$ cat src/hw/rtl/sct_pkg.sv
`timescale 1ns / 1ps

package sct_pkg;

    localparam int ANGLE_W = 32;
    localparam int VALUE_W = 17;
    localparam int TURN_W  = 48;
    localparam int FRAC_W  = 24;

    // 1/(2*pi) in Q0.64, split in halves
    localparam logic [31:0] INV_TWO_PI_HI = 32'h28BE60DB;
    localparam logic [31:0] INV_TWO_PI_LO = 32'h9391054A;

    localparam logic CMD_SIN = 1'b0;
    localparam logic CMD_COS = 1'b1;

    localparam int VALUE_MAX = 32768;
    localparam int VALUE_MIN = -32768;

endpackage

$ cat src/hw/rtl/sct_interp.sv
`timescale 1ns / 1ps

module sct_interp
    import sct_pkg::*;
#(
    parameter int SAMPLE_FRACTION_BITS = 15,
    parameter int WORD_W               = 34
)
(
    input  logic                      clk,
    input  logic                      rst_n,
    input  logic                      in_valid,
    output logic                      in_ready,
    input  logic                      in_cmd,
    input  logic [FRAC_W-1:0]         in_frac,
    input  logic [WORD_W-1:0]         in_word_a,
    input  logic [WORD_W-1:0]         in_word_b,
    output logic                      out_valid,
    input  logic                      out_ready,
    output logic signed [VALUE_W-1:0] out_value
);

    localparam int STAGES = 3;
    localparam int SW     = SAMPLE_FRACTION_BITS + 2;
    localparam int DW     = SW + 1;
    localparam int PW     = DW + FRAC_W;
    localparam int QW     = PW + 1;
    localparam int SH     = SAMPLE_FRACTION_BITS + 9;
    localparam int RW     = QW - SH;

    localparam logic signed [QW-1:0] HALF    = QW'(1) <<< (SH - 1);
    localparam logic signed [RW-1:0] RES_MAX = RW'(VALUE_MAX);
    localparam logic signed [RW-1:0] RES_MIN = RW'(VALUE_MIN);

    logic [STAGES-1:0] valid_reg;
    logic [STAGES-1:0] valid_next;
    logic [STAGES-1:0] adv;

    logic signed [SW-1:0]      a_sel;
    logic signed [SW-1:0]      b_sel;
    logic signed [SW-1:0]      a_reg;
    logic signed [DW-1:0]      diff_reg;
    logic signed [DW-1:0]      diff_next;
    logic [FRAC_W-1:0]         frac_reg;
    logic signed [SW-1:0]      base_reg;
    logic signed [PW-1:0]      prod_reg;
    logic signed [PW-1:0]      prod_next;
    logic signed [QW-1:0]      q;
    logic signed [QW-1:0]      q_round;
    logic signed [RW-1:0]      res;
    logic signed [VALUE_W-1:0] value_reg;
    logic signed [VALUE_W-1:0] value_next;

    always_comb
    begin
        adv[STAGES-1] = !valid_reg[STAGES-1] || out_ready;
        for (int s = STAGES - 2; s >= 0; s--)
        begin
            adv[s] = !valid_reg[s] || adv[s+1];
        end
        valid_next[0] = adv[0] ? in_valid : valid_reg[0];
        for (int s = 1; s < STAGES; s++)
        begin
            valid_next[s] = adv[s] ? valid_reg[s-1] : valid_reg[s];
        end
    end

    always_ff @(posedge clk or negedge rst_n)
    begin
        if (!rst_n)
        begin
            valid_reg <= '0;
        end
        else
        begin
            valid_reg <= valid_next;
        end
    end

    assign a_sel     = (in_cmd == CMD_COS) ? in_word_a[2*SW-1:SW] : in_word_a[SW-1:0];
    assign b_sel     = (in_cmd == CMD_COS) ? in_word_b[2*SW-1:SW] : in_word_b[SW-1:0];
    assign diff_next = DW'(b_sel) - DW'(a_sel);
    assign prod_next = PW'(diff_reg) * PW'($signed({1'b0, frac_reg}));
    assign q         = (QW'(base_reg) <<< FRAC_W) + QW'(prod_reg);
    assign q_round   = q + HALF;
    assign res       = q_round[QW-1:SH];

    always_comb
    begin
        if (res > RES_MAX)
        begin
            value_next = VALUE_W'(RES_MAX);
        end
        else if (res < RES_MIN)
        begin
            value_next = VALUE_W'(RES_MIN);
        end
        else
        begin
            value_next = VALUE_W'(res);
        end
    end

    always_ff @(posedge clk)
    begin
        if (adv[0])
        begin
            a_reg    <= a_sel;
            diff_reg <= diff_next;
            frac_reg <= in_frac;
        end
        if (adv[1])
        begin
            base_reg <= a_reg;
            prod_reg <= prod_next;
        end
        if (adv[2])
        begin
            value_reg <= value_next;
        end
    end

    assign in_ready  = adv[0];
    assign out_valid = valid_reg[STAGES-1];
    assign out_value = value_reg;

endmodule

$ cat config.mk
export PLATFORM = sky130hd
export DESIGN_NAME = sct_interp
export DESIGN_NICKNAME = d
export VERILOG_FILES = /design/src/hw/rtl/sct_pkg.sv /design/src/hw/rtl/sct_interp.sv
export SDC_FILE = /design/constraint.sdc
export NUM_CORES = 1
export LEC_CHECK = 0
export ABC_AREA = 1
export ABC_CLOCK_PERIOD_IN_PS = 8390
export BUFFER_PORTS_ARGS = -buffer_cell sky130_fd_sc_hd__clkbuf_2
export CORE_MARGIN = 8
export CORE_UTILIZATION = 60
export CTS_CLUSTER_SIZE = 10
export DETAILED_ROUTE_END_ITERATION = 10
export PLACE_DENSITY = 0.9
export SETUP_SLACK_MARGIN = 0.4
export SLEW_MARGIN = 25
export SYNTH_ARGS = -nofsm -noshare
export SYNTH_HDL_FRONTEND = slang
export SYNTH_SLANG_ARGS = --single-unit
$ cat constraint.sdc
create_clock -name clk -period 8.39 [get_ports clk]
set_clock_uncertainty 0.15 [all_clocks]
set_input_delay 1.678 -clock clk [delete_from_list [all_inputs] [get_ports clk]]
set_output_delay 1.678 -clock clk [all_outputs]
set_load 0.05 [all_outputs]
==> impl_metrics.env <==
export IMPL_nets=3258
export IMPL_synth_edf_count=112
export IMPL_rsz0062_at_grt="false"
export IMPL_hold_viol=0
export IMPL_h_tree_depth=4
export IMPL_drc=0
export IMPL_grt_pass1_vias=18090
export IMPL_worstPathArrival_ps=6940
export IMPL_rrSetupSlack_ps=1490
export IMPL_clk_pin_slew_ps=60
export IMPL_largest_reg_flops=24
export IMPL_ys_seq_area_share_pct=16.53
export IMPL_cts_repair_resized=0
export IMPL_gp_congestion=0.9942
export IMPL_cts_buffer_depth=2
export IMPL_cp_max_fo=23
export IMPL_hold_buffers=0
export IMPL_root_buffer="clkbuf_16"
export IMPL_synthCells=2583
export IMPL_dieWidth_um=202.2
export IMPL_grt_pass1_wl_um=89710
export IMPL_holdPathStages=0
export IMPL_slew_headroom_pct=26.25
export IMPL_grt_ovfl_total=0
export IMPL_die_area_um2=40880
export IMPL_min_to="base_reg[13]"
export IMPL_end_kind="flop"
export IMPL_fill_cells=2722
export IMPL_tightest_slew_ps=1106
export IMPL_areaGrowthSynthToFinish_pct=7.483
export IMPL_required_ps=8430
export IMPL_drive_above_1_share_pct=8.336
export IMPL_avgViaCountPerCell=5.353
export IMPL_multi_input_area_um2=14080
export IMPL_r2r_end="prod_reg[31]"
export IMPL_cts_sinks=115
export IMPL_antenna_found_initial=0
export IMPL_grt_max_degree=60
export IMPL_max_freq_ghz=0.1450
export IMPL_hold_class="flop to flop"
export IMPL_r2r_cells=23
export IMPL_rr_startpoint="diff_reg[0]"
export IMPL_drt_wl_total_um=55450
export IMPL_dr_first_iter_drc_count=1371
export IMPL_initial_core_util_pct=60.51
export IMPL_vias=16630
export IMPL_synth_fp_nets=3203
export IMPL_worst_skew_pair_late_latency_ps=460
export IMPL_place_ws_ps=1533
export IMPL_antenna_cells=0
export IMPL_synth_cell_type_count=43
export IMPL_chipHeight_um=202.2
export IMPL_track_usage_pct=27.64
export IMPL_synth_area_per_cell_um2=8.053
export IMPL_hold_ws_ps=266.4
export IMPL_cp_start_kind="flop"
export IMPL_drv_slew=0
export IMPL_seq_area_um2=3438
export IMPL_ant_nets=0
export IMPL_synth_seq_cells=115
export IMPL_cts_setup_buffers=0
export IMPL_boundaryPins=116
export IMPL_cts_tree="done"
export IMPL_worstSetupStartpoint="diff_reg[0]"
export IMPL_rows=68
export IMPL_hpwl_um=44630
export IMPL_dr_pass1_iters=6
export IMPL_status="finished clean"
export IMPL_setup_tns_ps=0
export IMPL_setup_viol=0
export IMPL_ys_flop_type="edfxtp_1"
export IMPL_min_period_over_period_pct=82.22
export IMPL_wl_per_cell_um=17.85
export IMPL_drv_cap=0
export IMPL_coreArea_um2=34370
export IMPL_io_buffers=115
export IMPL_cts_buffers=17
export IMPL_critPathKind="flop to flop"
export IMPL_hp_start="a_reg[13]"
export IMPL_period_needed_ps=6899
export IMPL_synthArstFlopShare_pct=2.609
export IMPL_synth_cell_area_um2=20800
export IMPL_layout_setup_ws_ps=1491
export IMPL_yosysWarnings=0
## routing by layer
metal,global-route usage (%),wire length (um),share of wire (%),vias to the layer above
met4,14.12,2914,5.3,0
met2,47.19,27180,49,866
met3,5.988,4909,8.9,229
li1,-,-,-,7607
met5,0,0,0,-
met1,32.59,20440,37,7925
## how the worst max path moves through the flow
stage / end
after floorplan: prod_reg[27]
after global placement: prod_reg[31]
after detailed placement: prod_reg[31]
after CTS: prod_reg[31]
after global routing: prod_reg[27]
final: prod_reg[31]
## cells by family after synthesis
group,Yosys count,share of synthesized area (%)
multiplexers,17,0.9143
buffers and inverters,873,15.80
AND/OR/NAND/NOR,843,16.31
adder cells (fa/ha/maj),523,44.20
flip-flops,115,16.53
AO/OA/AOI/OAI,169,4.433
XOR/XNOR,43,1.811
## metrics by stage
stage               util [%]  cells  instance area, um2
global route           65.04   3106               22360
global placement       62.98   3069               21650
floorplan                  -   2583               20800
CTS                    64.95   3104               22330
detailed placement     63.15   3072               21710
finish                 65.04   3106               22360
## cell usage in the layout (no fill, tap or decap), types with 16 or more instances in the layout
cell / Yosys / final
clkbuf_16: 0 / 17
fa_1: 353 / 353
nor2_1: 104 / 104
o21ai_0: 57 / 57
ha_1: 170 / 170
inv_1: 777 / 777
nand2_1: 634 / 633
clkbuf_2: 0 / 115
xor2_1: 29 / 29
edfxtp_1: 112 / 112
a21oi_1: 78 / 78
nand3_1: 30 / 30
mux2_2: 16 / 16
nand2_2: 15 / 16
## layout make-up
cell class / instances / share of cell area (%)
clock buffer: 17 / 1.903
clock inverter: 15 / 0.8675
inverter: 782 / 13.13
multi-input combinational: 1595 / 62.97
sequential: 115 / 15.38
tap: 455 / 2.546
timing repair buffer: 127 / 3.201
## critical path, cell delays in order, from the launching register on
cell and delay, ps:
edfxtp_1 1080, nand2_1 200, fa_1 580, inv_1 50
fa_1 500, fa_1 510, inv_1 50, fa_1 490
inv_1 60, fa_1 530, inv_1 50, fa_1 470
inv_1 40, ha_1 310, nand2_1 110, nor2_1 120
inv_1 80, nor2_1 90, inv_1 50, nor4_1 500
a21oi_1 230, nor2_1 140, nor2_1 60, xnor2_1 150
## synthesized netlist by cell type (6+ instances only)
cell | n | share of area, %
inv_1 | 777 | 14
xor2_1 | 29 | 1.2
xnor2_1 | 14 | 0.59
nor3_1 | 15 | 0.36
nand2_2 | 15 | 0.45
a21oi_1 | 78 | 1.9
o21bai_1 | 6 | 0.22
nand4_1 | 15 | 0.45
mux2_2 | 16 | 0.87
nor2_2 | 11 | 0.33
fa_1 | 353 | 34
o21ai_0 | 57 | 1.4
edfxtp_1 | 112 | 16
nand2_1 | 634 | 11
ha_1 | 170 | 10
clkbuf_1 | 80 | 1.4
or2_2 | 7 | 0.21
buf_1 | 9 | 0.16
nor2_1 | 104 | 1.9
nand3_1 | 30 | 0.72
Power is left out: the tool's default activity adds up to more than one toggle a clock period on the data nets, which glitch-free logic cannot reach.
