**src/hw/rtl/sct_pkg.sv**
```systemverilog
`timescale 1ns / 1ps

package sct_pkg;

    localparam int ANGLE_W = 32;
    localparam int VALUE_W = 17;
    localparam int TURN_W  = 48;
    localparam int FRAC_W  = 24;

    // 1/(2*pi) in Q0.64, split in halves
    localparam logic [31:0] INV_TWO_PI_HI = 32'h28BE60DB;
    localparam logic [31:0] INV_TWO_PI_LO = 32'h9391054A;

    localparam logic CMD_SIN = 1'b0;
    localparam logic CMD_COS = 1'b1;

    localparam int VALUE_MAX = 32768;
    localparam int VALUE_MIN = -32768;

endpackage

```
**src/hw/rtl/sct_front.sv**
```systemverilog
`timescale 1ns / 1ps

module sct_front
    import sct_pkg::*;
#(
    parameter int TABLE_POINTS = 1024,
    parameter int AW           = 11
)
(
    input  logic                      clk,
    input  logic                      rst_n,
    input  logic                      in_valid,
    output logic                      in_ready,
    input  logic                      in_cmd,
    input  logic signed [ANGLE_W-1:0] in_angle,
    output logic                      out_valid,
    input  logic                      out_ready,
    output logic                      out_cmd,
    output logic [AW-1:0]             out_idx,
    output logic [FRAC_W-1:0]         out_frac
);

    localparam int STAGES = 5;
    localparam int POS_W  = TURN_W + AW;

    logic [STAGES-1:0] valid_reg;
    logic [STAGES-1:0] valid_next;
    logic [STAGES-1:0] adv;

    logic [STAGES-1:0] cmd_reg;
    logic [2:0]        neg_reg;

    logic [ANGLE_W-1:0]   angle_bits;
    logic [ANGLE_W-1:0]   mag_reg;
    logic [ANGLE_W-1:0]   mag_next;
    logic [2*ANGLE_W-1:0] p1_reg;
    logic [2*ANGLE_W-1:0] p1_next;
    logic [2*ANGLE_W-1:0] p0_reg;
    logic [2*ANGLE_W-1:0] p0_next;
    logic [2*ANGLE_W-1:0] sum;
    logic [TURN_W-1:0]    turn_reg;
    logic [TURN_W-1:0]    turn_next;
    logic [TURN_W-1:0]    fold_reg;
    logic [TURN_W-1:0]    fold_next;
    logic [POS_W-1:0]     pos;
    logic [AW-1:0]        idx_reg;
    logic [AW-1:0]        idx_next;
    logic [FRAC_W-1:0]    frac_reg;
    logic [FRAC_W-1:0]    frac_next;

    always_comb
    begin
        adv[STAGES-1] = !valid_reg[STAGES-1] || out_ready;
        for (int s = STAGES - 2; s >= 0; s--)
        begin
            adv[s] = !valid_reg[s] || adv[s+1];
        end
        valid_next[0] = adv[0] ? in_valid : valid_reg[0];
        for (int s = 1; s < STAGES; s++)
        begin
            valid_next[s] = adv[s] ? valid_reg[s-1] : valid_reg[s];
        end
    end

    always_ff @(posedge clk or negedge rst_n)
    begin
        if (!rst_n)
        begin
            valid_reg <= '0;
        end
        else
        begin
            valid_reg <= valid_next;
        end
    end

    assign angle_bits = in_angle;
    assign mag_next   = angle_bits[ANGLE_W-1] ? (~angle_bits + 1'b1) : angle_bits;
    assign p1_next    = mag_reg * INV_TWO_PI_HI;
    assign p0_next    = mag_reg * INV_TWO_PI_LO;
    assign sum        = p1_reg + (p0_reg >> ANGLE_W);
    assign turn_next  = sum[TURN_W+7:8];
    assign fold_next  = neg_reg[2] ? (~turn_reg + 1'b1) : turn_reg;
    assign pos        = POS_W'(fold_reg) * POS_W'(TABLE_POINTS);
    assign idx_next   = pos[POS_W-1:TURN_W];
    assign frac_next  = pos[TURN_W-1:TURN_W-FRAC_W];

    always_ff @(posedge clk)
    begin
        if (adv[0])
        begin
            mag_reg    <= mag_next;
            neg_reg[0] <= angle_bits[ANGLE_W-1];
            cmd_reg[0] <= in_cmd;
        end
        if (adv[1])
        begin
            p1_reg     <= p1_next;
            p0_reg     <= p0_next;
            neg_reg[1] <= neg_reg[0];
            cmd_reg[1] <= cmd_reg[0];
        end
        if (adv[2])
        begin
            turn_reg   <= turn_next;
            neg_reg[2] <= neg_reg[1];
            cmd_reg[2] <= cmd_reg[1];
        end
        if (adv[3])
        begin
            fold_reg   <= fold_next;
            cmd_reg[3] <= cmd_reg[2];
        end
        if (adv[4])
        begin
            idx_reg    <= idx_next;
            frac_reg   <= frac_next;
            cmd_reg[4] <= cmd_reg[3];
        end
    end

    assign in_ready  = adv[0];
    assign out_valid = valid_reg[STAGES-1];
    assign out_cmd   = cmd_reg[STAGES-1];
    assign out_idx   = idx_reg;
    assign out_frac  = frac_reg;

endmodule

```
**config.mk**
```make
export PLATFORM = sky130hd
export DESIGN_NAME = sct_front
export DESIGN_NICKNAME = d
export VERILOG_FILES = /design/src/hw/rtl/sct_pkg.sv /design/src/hw/rtl/sct_front.sv
export SDC_FILE = /design/constraint.sdc
export NUM_CORES = 2
export LEC_CHECK = 0
export BUFFER_PORTS_ARGS = -buffer_cell sky130_fd_sc_hd__buf_2
export CORE_UTILIZATION = 65
export DETAILED_ROUTE_END_ITERATION = 8
export GPL_TIMING_DRIVEN = 0
export PLACE_DENSITY_LB_ADDON = 0.2
export SLEW_MARGIN = 20
export SYNTH_ARGS = -nofsm -noshare
export SYNTH_HDL_FRONTEND = slang
export SYNTH_SLANG_ARGS = --single-unit
export TNS_END_PERCENT = 30
```
**constraint.sdc**
```tcl
create_clock -name clk -period 9.4 [get_ports clk]
set_clock_uncertainty 0.1 [all_clocks]
set_input_delay 0.94 -clock clk [delete_from_list [all_inputs] [get_ports clk]]
set_output_delay 0.94 -clock clk [all_outputs]
set_load 0.005 [all_outputs]
```
==> impl_metrics.py <==
metrics = {
    "sta": {
        "slew_headroom_pct": 22.62,
        "post-route-min-period_ns": 8.933,
        "drv_slew": 0,
        "worstMarginPinSlew_ns": 1.161,
        "setup_viol": 0,
        "hold_violations": 0,
        "max_freq_mhz": 111.9,
        "finalCritPeriodShare_pct": 95.04,
        "rsz0062_at_grt": "no",
    },
    "floorplanning": {
        "core_sq_um": 59350,
        "die_area_sq_um": 61350,
        "initial_core_util_pct": 66.10,
        "die_h_microns": 247.7,
        "num_io_pins": 75,
        "rows": 89,
        "die_w_microns": 247.7,
    },
    "hold_path": {
        "min_path_type": "input port to async pin",
    },
    "placement": {
        "gp_congestion": 0.9828,
        "hpwlAfterDp_microns": 85340,
        "portBuffers": 73,
        "dpl_cell_area_sq_um": 40680,
    },
    "routing": {
        "wl_per_cell_microns": 21.87,
        "vias_per_cell": 5.760,
        "routed_wl_microns": 98640,
        "via_count": 25980,
        "drc": 2,
        "antenna_left": 0,
        "drtIter0Drc": 1623,
        "first_pass_iters": 7,
    },
    "cells_and_area": {
        "layout_common_cells": "inv_1, ha_1, fa_1, edfxtp_1, xnor2_1",
        "multi_input_area_sq_um": 28120,
        "finish.utilization_pct": 70.24,
        "drive_gt1_share_pct": 4.656,
        "final_cell_area_sq_um": 41690,
        "fillers": 4474,
        "largest_reg_flops": 55,
        "syn_to_final_growth_pct": 6.257,
        "layout.nets": 5104,
        "antennaDiodeCount": 0,
        "final_common_cell": "inv_1",
        "regArea_sq_um": 7452,
    },
    "critical_path": {
        "r2r-end": "p0_reg[45]",
        "timing.rr.start": "mag_reg[5]",
        "critPathArrivalTime_ns": 9.20,
        "r2r_slack_ns": 0.47,
        "worstPathRequired_ns": 9.66,
        "setup.worst_path.end_class": "flop",
        "path_max_fanout": 11,
        "rr_worst_depth": 25,
        "setup.worst_path.class": "flop to flop",
        "startpoint_type": "flop",
    },
    "logic_synthesis": {
        "ys_ff_latch": 249,
        "ys_seq_area_share_pct": 18.99,
        "synth.mux.area_fraction_pct": 0.02551,
        "syn-num-nets": 4978,
        "synth_edf_count": 244,
        "syn_inst": 3591,
        "synth_cell_type_count": 71,
        "avgSynthCellArea_sq_um": 10.93,
        "synth_compound_area_share_pct": 7.379,
        "async_flop_share_pct": 2.008,
        "yosysWarnings": 0,
        "synth-simple-area-share_pct": 5.032,
        "yosys.area_share.adder_pct": 54.91,
        "synth_area_sq_um": 39240,
        "synth_xor_area_share_pct": 4.241,
        "synth_top_family_by_area": "adder cells",
        "ys.flop_type": "edfxtp_1",
    },
    "clock_tree": {
        "cts_max_level": 1,
        "cts_buffer_depth": 3,
        "clk_pin_slew_ns": 0.06,
        "numCtsBuffers": 27,
        "holdBufCountCts": 0,
        "cts_tree": "built",
        "cts.root.buffer_cell": "clkbuf_16",
        "clock_latency_ns": 0.60,
        "cts.sinks": 249,
    },
    "grt": {
        "grt_max_degree": 52,
        "grt-ovfl-total": 0,
        "grt_pass1_wl_microns": 153200,
        "first_global_vias": 27200,
        "grt_usage_pct": 33.91,
        "antenna_found_initial": 2,
    },
    "flow_run": {
        "cap_viol_max_count": 0,
    },
    "outcome": {
        "status": "finished, violations left",
        "violations": "design-rule violations",
    },
}
[worst max path at each step]
stage	startpoint	to	slack (ns)	cells past startpoint
5_1_grt	mag_reg[5]	p0_reg[45]	0.28	24
2_1_floorplan	mag_reg[8]	p0_reg[60]	2.00	27
3_5_place_dp	mag_reg[7]	p0_reg[48]	-0.04	24
4_1_cts	mag_reg[8]	p0_reg[62]	0.13	27
3_3_place_gp	mag_reg[7]	p0_reg[50]	-0.02	24
6_report	mag_reg[5]	p0_reg[45]	0.47	25
[per-layer routing]
metal  share of wire (%)  wire [microns]  track usage (%)
met5                   0               0                0
met4                 5.1            5040            14.78
met3                 7.6            7509            6.391
met2                  46           45410            53.98
met1                  41           40680            45.51
[layout make-up]
| class | instances | share of cell area, % |
|---|---|---|
| Multi-Input combinational cell | 2360 | 67.46 |
| Clock buffer | 34 | 1.780 |
| Clock inverter | 15 | 0.3091 |
| Inverter | 955 | 8.598 |
| Timing Repair Buffer | 97 | 1.411 |
| Sequential cell | 249 | 17.88 |
| Tap cell | 773 | 2.320 |
| Buffer | 27 | 0.2521 |
[per-stage QoR]
stage | setup TNS [ns] | hold slack (ns) | setup slack, ns | instances
final | 0 | 0.06768 | 0.4666 | 4510
after global routing | 0 | 0.06561 | 0.2756 | 4510
after CTS | 0 | 0.05708 | 0.1295 | 4493
after detailed placement | -0.09058 | 0.3045 | -0.03678 | 4444
after global placement | -0.02570 | 0.3005 | -0.02417 | 4437
after floorplan | 0 | 0.3003 | 2.001 | 3591
[timing repair]
item                                    in CTS  in global routing
gates cloned                                 0                  0
pin swaps                                    0                  0
endpoints found under the setup margin       5                 12
resized for setup                            1                  0
setup buffers                                0                 16
hold endpoints to repair                     0                  0
[cells by family after synthesis]
logic type,after synthesis
AO/OA/AOI/OAI,436
XOR/XNOR,190
adder cells (fa/ha/maj),1350
buffers and inverters,982
flip-flops,249
multiplexers,1
other,1
AND/OR/NAND/NOR,382
[Yosys cell counts, drive strengths merged, types with 4 or more instances]
cell type / number / area (sq um)
a2111oi: 6 / 58.80
a211o: 5 / 43.79
a211oi: 23 / 172.7
a21boi: 4 / 30.03
a21o: 72 / 540.5
a21oi: 110 / 550.5
a221o: 5 / 50.05
a22oi: 4 / 35.03
a31o: 4 / 35.03
a31oi: 10 / 62.56
a41oi: 5 / 43.79
and2: 7 / 43.79
and3: 28 / 175.2
and4: 9 / 78.83
clkbuf: 25 / 93.84
dfrtp: 5 / 125.1
edfxtp: 244 / 7327
fa: 620 / 12410
ha: 730 / 9134
inv: 955 / 3585
nand2: 110 / 412.9
nand2b: 10 / 62.56
nand3: 37 / 190.2
nand4: 27 / 168.9
nor2: 64 / 240.2
nor2b: 9 / 63.81
nor3: 26 / 130.1
nor3b: 4 / 30.03
nor4: 12 / 75.07
o2111ai: 4 / 35.03
o211ai: 12 / 90.09
o21a: 13 / 97.59
o21ai: 79 / 399.1
o21bai: 24 / 180.2
o31a: 5 / 43.79
o31ai: 22 / 165.2
o41ai: 10 / 87.58
or2: 10 / 62.56
or3: 6 / 37.54
or4: 14 / 120.1
xnor2: 149 / 1305
xor2: 41 / 359.1
[critical path, cell delays in order, from the launching register on]
cell	delay [ns]
edfxtp_1	0.93
inv_1	0.28
fa_1	0.49
inv_1	0.10
ha_1	0.26
ha_1	0.21
fa_1	0.51
inv_1	0.06
fa_1	0.53
inv_1	0.07
fa_1	0.53
fa_1	0.55
inv_1	0.05
fa_1	0.53
inv_1	0.04
ha_1	0.26
clkbuf_1	0.42
nand3_1	0.23
o211ai_1	0.24
o21ai_0	0.20
a21oi_1	0.69
nor3b_1	0.28
o21ai_0	0.48
a21o_1	0.22
a21oi_1	0.08
xnor2_1	0.35
Power is left out: the tool's default activity adds up to more than one toggle a clock period on the data nets, which glitch-free logic cannot reach.
